[src/rtl/tng_pkg.sv]
// ----------------------------------------------------------------------------
// Triangular noise generator package
// Types, codes and arithmetic constants shared by the noise generator.
// ----------------------------------------------------------------------------
`default_nettype none

package tng_pkg;

    localparam int SAMPLE_W   = 16;
    localparam int SCALE_W    = 31;
    localparam int MAG_W      = 31;
    localparam int STATE_W    = 32;
    localparam int CFG_IDX_W  = 2;
    localparam int CFG_DATA_W = 32;

    localparam logic [STATE_W-1:0] LCG_MUL      = 32'd1664525;
    localparam logic [STATE_W-1:0] LCG_ADD      = 32'd1013904223;
    localparam logic [STATE_W-1:0] SEED_RESET   = 32'd1;
    localparam logic [STATE_W-1:0] TRI_OFFSET   = 32'd1073741823;
    localparam logic [14:0]        SAMPLE_LIMIT = 15'd32767;

    localparam logic [CFG_IDX_W-1:0] REG_NOISE_SCALE = 2'd0;
    localparam logic [CFG_IDX_W-1:0] REG_SEED_VALUE  = 2'd1;

    typedef enum logic [2:0] {
        ST_IDLE,
        ST_LCG1,
        ST_LCG2,
        ST_AMP,
        ST_MUL,
        ST_SAT
    } tng_state_t;

    typedef struct packed {
        logic capture;
        logic lcg_first;
        logic lcg_second;
        logic amp;
        logic mul;
        logic load_out;
    } tng_cmd_t;

    function automatic logic [STATE_W-1:0] lcg_step(input logic [STATE_W-1:0] s);
        logic [STATE_W-1:0] p;
        p = s * LCG_MUL;
        return p + LCG_ADD;
    endfunction

endpackage

`default_nettype wire

[src/rtl/tng_ctrl.sv]
// ----------------------------------------------------------------------------
// Triangular noise generator controller
// Sequences one request through the datapath and owns the result valid flag.
// ----------------------------------------------------------------------------
`default_nettype none

module tng_ctrl (
    input  wire logic             aclk,
    input  wire logic             aresetn,
    input  wire logic             s_valid,
    output logic                  s_ready,
    output logic                  m_valid,
    input  wire logic             m_ready,
    output tng_pkg::tng_cmd_t     cmd
);
    import tng_pkg::*;

    tng_state_t state_reg, state_next;
    logic       out_valid_reg, out_valid_next;

    always_ff @(posedge aclk) begin
        if (!aresetn) begin
            state_reg     <= ST_IDLE;
            out_valid_reg <= 1'b0;
        end else begin
            state_reg     <= state_next;
            out_valid_reg <= out_valid_next;
        end
    end

    always_comb begin
        state_next = state_reg;
        cmd        = '0;
        s_ready    = 1'b0;
        case (state_reg)
            ST_IDLE: begin
                s_ready = 1'b1;
                if (s_valid) begin
                    cmd.capture = 1'b1;
                    state_next  = ST_LCG1;
                end
            end
            ST_LCG1: begin
                cmd.lcg_first = 1'b1;
                state_next    = ST_LCG2;
            end
            ST_LCG2: begin
                cmd.lcg_second = 1'b1;
                state_next     = ST_AMP;
            end
            ST_AMP: begin
                cmd.amp    = 1'b1;
                state_next = ST_MUL;
            end
            ST_MUL: begin
                cmd.mul    = 1'b1;
                state_next = ST_SAT;
            end
            ST_SAT: begin
                // hold here until the output register frees up
                if (!out_valid_reg || m_ready) begin
                    cmd.load_out = 1'b1;
                    state_next   = ST_IDLE;
                end
            end
            default: begin
                state_next = ST_IDLE;
            end
        endcase

        if (cmd.load_out) begin
            out_valid_next = 1'b1;
        end else if (m_ready) begin
            out_valid_next = 1'b0;
        end else begin
            out_valid_next = out_valid_reg;
        end
    end

    assign m_valid = out_valid_reg;

endmodule

`default_nettype wire

[src/rtl/tng_datapath.sv]
// ----------------------------------------------------------------------------
// Triangular noise generator datapath
// Config registers, generator state, triangle sum, scale multiply, saturate.
// ----------------------------------------------------------------------------
`default_nettype none

module tng_datapath #(
    parameter int SCALE_FRAC_BITS = 44
) (
    input  wire logic                               aclk,
    input  wire logic                               aresetn,
    input  wire tng_pkg::tng_cmd_t                  cmd,
    input  wire logic                               cfg_write,
    input  wire logic [tng_pkg::CFG_IDX_W-1:0]      cfg_index,
    input  wire logic [tng_pkg::CFG_DATA_W-1:0]     cfg_data,
    input  wire logic                               s_frame_end,
    output logic signed [tng_pkg::SAMPLE_W-1:0]     m_noise_sample,
    output logic                                    m_frame_last
);
    import tng_pkg::*;

    localparam int PROD_W = 2 * MAG_W;

    logic [SCALE_W-1:0]  scale_reg;
    logic [STATE_W-1:0]  gen_state_reg, gen_state_next;
    logic [STATE_W-1:0]  r1_reg;
    logic                frame_reg;
    logic [MAG_W-1:0]    mag_reg;
    logic                neg_reg;
    logic [PROD_W-1:0]   prod_reg;
    logic signed [SAMPLE_W-1:0] sample_reg;
    logic                frame_last_reg;

    logic [STATE_W-1:0]  tri_sum;
    logic                tri_neg;
    logic [STATE_W-1:0]  tri_mag;
    logic [PROD_W-1:0]   quot;
    logic [14:0]         clip_mag;
    logic [SAMPLE_W-1:0] clip_ext;

    // control-free config, and generator state stepped on controller commands
    always_ff @(posedge aclk) begin
        if (!aresetn) begin
            scale_reg     <= '0;
            gen_state_reg <= SEED_RESET;
        end else begin
            if (cfg_write && cfg_index == REG_NOISE_SCALE) begin
                scale_reg <= cfg_data[SCALE_W-1:0];
            end
            gen_state_reg <= gen_state_next;
        end
    end

    always_comb begin
        gen_state_next = gen_state_reg;
        if (cfg_write && cfg_index == REG_SEED_VALUE) begin
            gen_state_next = cfg_data[STATE_W-1:0];
        end else if (cmd.lcg_first || cmd.lcg_second) begin
            gen_state_next = lcg_step(gen_state_reg);
        end
    end

    // triangle: two quarter-range uniforms summed, centered on the offset
    assign tri_sum = {2'b00, r1_reg[STATE_W-1:2]} + {2'b00, gen_state_reg[STATE_W-1:2]};
    assign tri_neg = tri_sum < TRI_OFFSET;
    assign tri_mag = tri_neg ? (TRI_OFFSET - tri_sum) : (tri_sum - TRI_OFFSET);

    assign quot     = prod_reg >> SCALE_FRAC_BITS;
    assign clip_mag = (quot > PROD_W'(SAMPLE_LIMIT)) ? SAMPLE_LIMIT : quot[14:0];
    assign clip_ext = {1'b0, clip_mag};

    always_ff @(posedge aclk) begin
        if (cmd.capture) begin
            frame_reg <= s_frame_end;
        end
        if (cmd.lcg_first) begin
            r1_reg <= lcg_step(gen_state_reg);
        end
        if (cmd.amp) begin
            mag_reg <= tri_mag[MAG_W-1:0];
            neg_reg <= tri_neg;
        end
        if (cmd.mul) begin
            prod_reg <= PROD_W'(mag_reg) * PROD_W'(scale_reg);
        end
        if (cmd.load_out) begin
            sample_reg     <= neg_reg ? signed'(-clip_ext) : signed'(clip_ext);
            frame_last_reg <= frame_reg;
        end
    end

    assign m_noise_sample = sample_reg;
    assign m_frame_last   = frame_last_reg;

endmodule

`default_nettype wire

[src/rtl/triangular_noise_generator_unit.sv]
// ----------------------------------------------------------------------------
// Triangular noise generator unit
// Each request on the s_ channel yields one saturated triangular noise sample
// on the m_ channel; frame_end passes through as frame_last.
//
// cfg channel: index 0 writes noise_scale (unsigned, SCALE_FRAC_BITS
// fractional bits), index 1 writes the seed and reloads the generator.
// Other indexes are dropped. cfg_ready is always high; write only when idle.
// After accept, a request passes through two generator steps, the triangle
// sum, a 31x31 scale multiply and saturation into the output register.
// One request at a time: the controller walks it through the shared datapath
// registers one step per cycle, stalling only in the final step.
// s_ready is high while the controller is idle, even if a result still waits
// in the output register; a stalled m_ready holds the next result in the
// final step until the output register is taken.
// Reset: scale 0, generator state 1, no result pending.
// ----------------------------------------------------------------------------
`default_nettype none

module triangular_noise_generator_unit #(
    parameter int SCALE_FRAC_BITS = 44
) (
    input  wire logic                               aclk,
    input  wire logic                               aresetn,
    input  wire logic                               s_valid,
    output logic                                    s_ready,
    input  wire logic                               s_frame_end,
    output logic                                    m_valid,
    input  wire logic                               m_ready,
    output logic signed [tng_pkg::SAMPLE_W-1:0]     m_noise_sample,
    output logic                                    m_frame_last,
    input  wire logic                               cfg_valid,
    output logic                                    cfg_ready,
    input  wire logic [tng_pkg::CFG_IDX_W-1:0]      cfg_index,
    input  wire logic [tng_pkg::CFG_DATA_W-1:0]     cfg_data
);
    import tng_pkg::*;

    tng_cmd_t cmd;

    assign cfg_ready = 1'b1;

    tng_ctrl u_ctrl (
        .aclk    (aclk),
        .aresetn (aresetn),
        .s_valid (s_valid),
        .s_ready (s_ready),
        .m_valid (m_valid),
        .m_ready (m_ready),
        .cmd     (cmd)
    );

    tng_datapath #(
        .SCALE_FRAC_BITS (SCALE_FRAC_BITS)
    ) u_datapath (
        .aclk           (aclk),
        .aresetn        (aresetn),
        .cmd            (cmd),
        .cfg_write      (cfg_valid && cfg_ready),
        .cfg_index      (cfg_index),
        .cfg_data       (cfg_data),
        .s_frame_end    (s_frame_end),
        .m_noise_sample (m_noise_sample),
        .m_frame_last   (m_frame_last)
    );

endmodule

`default_nettype wire

[config.mk]
export PLATFORM = sky130hd
export DESIGN_NAME = triangular_noise_generator_unit
export DESIGN_NICKNAME = d
export VERILOG_FILES = /design/src/rtl/tng_pkg.sv /design/src/rtl/tng_ctrl.sv /design/src/rtl/tng_datapath.sv /design/src/rtl/triangular_noise_generator_unit.sv
export SDC_FILE = /design/constraint.sdc
export NUM_CORES = 2
export LEC_CHECK = 0
export ABC_AREA = 0
export ABC_CLOCK_PERIOD_IN_PS = 7300
export BUFFER_PORTS_ARGS = -buffer_cell sky130_fd_sc_hd__buf_2
export CAP_MARGIN = 5
export CORE_ASPECT_RATIO = 0.6
export CORE_MARGIN = 1
export CORE_UTILIZATION = 56
export CTS_CLUSTER_DIAMETER = 60
export DETAILED_ROUTE_END_ITERATION = 10
export PLACE_DENSITY = 0.75
export SLEW_MARGIN = 5
export SYNTH_ARGS = -nofsm -noshare
export SYNTH_HDL_FRONTEND = slang
export SYNTH_SLANG_ARGS = --single-unit
[constraint.sdc]
create_clock -name aclk -period 7.3 [get_ports aclk]
set_input_delay 1.095 -clock aclk [delete_from_list [all_inputs] [get_ports aclk]]
set_output_delay 1.095 -clock aclk [all_outputs]
set_load 0.1 [all_outputs]
==> impl_metrics.json <==
{
  "status": "complete, but fails checks",
  "violations": "negative setup slack",
  "routed_wl_mm": 141,
  "drt-pass1-iter-count": 6,
  "r2r_start": "u_datapath.mag_reg[10]",
  "min_to": "u_datapath.m_frame_last",
  "synth_area_mm2": 0.0456,
  "mostFrequentLayoutCells": "1043 x inv_1, 945 x fa_1, 622 x nand2_1",
  "instances_no_fill": 6119,
  "critPathMaxFanout": 7,
  "htreeDepth": 4,
  "setup_viol": 18,
  "place_congestion": 1.01,
  "relSlewSlack": 0.303,
  "path_depth": 28,
  "fin_ws_ns": -0.411,
  "grt_max_degree": 52,
  "core-area_mm2": 0.0800,
  "area_growth_pct": 11.4,
  "post-route-min-period_ns": 7.71,
  "arrival_ns": 7.91,
  "cts_tree": "built",
  "die_area_mm2": 0.0825,
  "post-place-cells": 6060,
  "min_from": "u_datapath.frame_reg",
  "nets": 6496,
  "yosysSeqAreaShare": 0.0940,
  "clk_pin_slew_ns": 0.08,
  "crit_path_end_kind": "flip-flop",
  "synth_edf_count": 98,
  "crit_top_cell": "fa_1",
  "syn_avg_cell_area_um2": 9.36,
  "syn_nets": 6323,
  "start_util": 0.570,
  "drc_errors": 0,
  "holdBufCountCts": 0,
  "maxCapViolCount": 0,
  "worstHoldPathCells": 0,
  "vias_per_cell": 5.75,
  "io_pins": 60,
  "async_reset_ff_frac": 0,
  "dr.first_iter.drc_count": 4292,
  "grt_pass1_vias": 36800,
  "cts-buffers-inserted": 17,
  "syn_inst": 4865,
  "die_h_um": 223,
  "ys.flop_type": "edfxtp_1",
  "slowest_stage": "fa_2",
  "synth_seq_cells": 165,
  "dp_hpwl_mm": 119,
  "largest_reg_flops": 32,
  "critPathLaunchType": "flip-flop",
  "finalCritPeriodShare": 1.06,
  "finClkSkew_ns": 0.0158,
  "root_buffer": "clkbuf_16",
  "path_buf_inv": 9,
  "hold_viol": 0,
  "clk-insertion-delay-late_ns": 0.47,
  "reg2reg_to": "u_datapath.prod_reg[55]",
  "min_path_type": "flip-flop to flip-flop",
  "max_freq_ghz": 0.130,
  "reg2regPathDepth": 28,
  "portBuffers": 58,
  "antenna_left": 0,
  "rsz0062_at_grt": "yes",
  "path_delay_family": "adder cells",
  "antenna_found_initial": 4,
  "die_w_um": 370,
  "grt_pass1_wl_mm": 220,
  "cts_sinks": 165,
  "clock_path_buffers": 2,
  "ys_types": 102,
  "via_count": 35200,
  "overflow": 0,
  "r2r_slack_ns": -0.41,
  "post_drt_wl_per_cell_um": 23.0,
  "drive_gt1_frac": 0.114,
  "tightest_slew_ns": 1.05,
  "mostFrequentLayoutCell": "inv_1",
  "rows": 80,
  "cp_data_required_time_ns": 7.50,
  "slew_violations": 0,
  "track_usage": 0.356,
  "setup.worst_path.class": "flip-flop to flip-flop",
  "ys_warn_count": 0,
  "max_stage_delay_ns": 0.62
}
==> kinds of logic (layout without fill, tap and decap cells) <==
| logic type | after synthesis | in the layout | share of synthesized area |
|---|---|---|---|
| simple gates | 1434 | 1434 | 0.159 |
| other cells | 1 | 3 | 0.0000823 |
| mux | 10 | 10 | 0.00222 |
| xor+xnor | 98 | 98 | 0.0188 |
| buf+inv | 1301 | 1487 | 0.108 |
| fa+ha+maj | 1418 | 1418 | 0.550 |
| flops | 165 | 165 | 0.0940 |
| compound gates | 438 | 438 | 0.0671 |
==> per-layer routing <==
metal | track usage | part of all wire | routed length (um) | vias to the layer above
met5 | 0 | 0.000092 | 13 | -
met4 | 0.0507 | 0.016 | 2240 | 2
met3 | 0.144 | 0.16 | 22200 | 157
met2 | 0.467 | 0.39 | 54200 | 2158
met1 | 0.554 | 0.44 | 62100 | 17700
li1 | - | - | - | 15200
==> stage by stage <==
step / hold slack (ns) / TNS [ns] / cell area, um2 / util / setup slack [ns]
floorplan: 0.400 / 0 / 45600 / - / 0.123
global placement: 0.403 / -7.77 / 49300 / 0.617 / -0.712
detailed placement: 0.413 / -11.30 / 49300 / 0.617 / -0.962
CTS: 0.433 / -3.12 / 50600 / 0.633 / -0.293
global route: 0.439 / -8.43 / 50800 / 0.635 / -0.589
finish: 0.426 / -5.18 / 50800 / 0.635 / -0.411
==> how the worst max path moves through the flow <==
stage	to	slack [ns]	start
3_5_place_dp	u_datapath.prod_reg[61]	-0.96	u_datapath.mag_reg[12]
4_1_cts	u_datapath.prod_reg[55]	-0.29	u_datapath.mag_reg[12]
2_1_floorplan	u_datapath.prod_reg[59]	0.12	u_datapath.mag_reg[25]
6_report	u_datapath.prod_reg[55]	-0.41	u_datapath.mag_reg[10]
3_3_place_gp	u_datapath.prod_reg[61]	-0.71	u_datapath.scale_reg[5]
5_1_grt	u_datapath.prod_reg[59]	-0.59	u_datapath.mag_reg[11]
==> cell type report <==
class,count,area (um2)
clock inverters,11,90.1
diodes,2,5.00
multi-input cells,3399,36800
flip-flops and latches,165,4300
clock buffers,21,526
repair buffers,401,3770
well taps,1066,1330
inverters,1054,3960
fillers,6400,29200
==> cells in the mapped netlist, types with 5 or more instances <==
library cell	n	area, um2
a211o_1	8	70.1
a211oi_1	12	90.1
a21o_1	35	263
a21oi_1	130	651
a221o_1	5	50.1
a221oi_1	6	52.6
a311oi_1	14	123
a31oi_1	19	119
a41o_1	5	50.1
and2_1	515	3220
and3_1	19	119
and4_1	11	96.3
clkbuf_1	235	882
dfxtp_1	67	1340
edfxtp_1	98	2940
fa_1	976	19500
ha_1	442	5530
inv_1	1053	3950
mux2i_1	9	90.1
nand2_1	623	2340
nand2b_1	13	81.3
nand3_1	45	225
nand3b_1	5	37.5
nand4_1	13	81.3
nor2_1	83	312
nor2b_1	13	81.3
nor3_1	38	190
nor3b_1	6	45.0
nor4_1	7	43.8
o2111ai_1	7	61.3
o211a_1	7	70.1
o211ai_1	22	165
o21a_1	19	143
o21ai_0	73	365
o21bai_1	10	75.1
o31ai_1	7	52.6
or2_2	7	43.8
or3_1	14	87.6
xnor2_1	67	587
xor2_1	31	272
==> worst reg2reg max path, delay by kind of cell, from the launching register on <==
family / cells / cell delay [ns]
AOI/OAI and AO/OA: 4 / 0.68
adders and majority gates: 9 / 4.17
xor gates and xnor gates: 1 / 0.09
buffers and inverters: 9 / 1.02
DFF: 1 / 0.43
and+or+nand+nor: 5 / 1.06
==> timing repair <==
action | in CTS | in global routing
gates cloned | 4 | 0
setup buffers | 21 | 3
pin swaps | 47 | 13
resized for setup | 121 | 16
endpoints found under the setup margin | 18 | 18
Power is not shown: default switching activity piles up to over one toggle a cycle in this logic, so the estimate is an artifact.
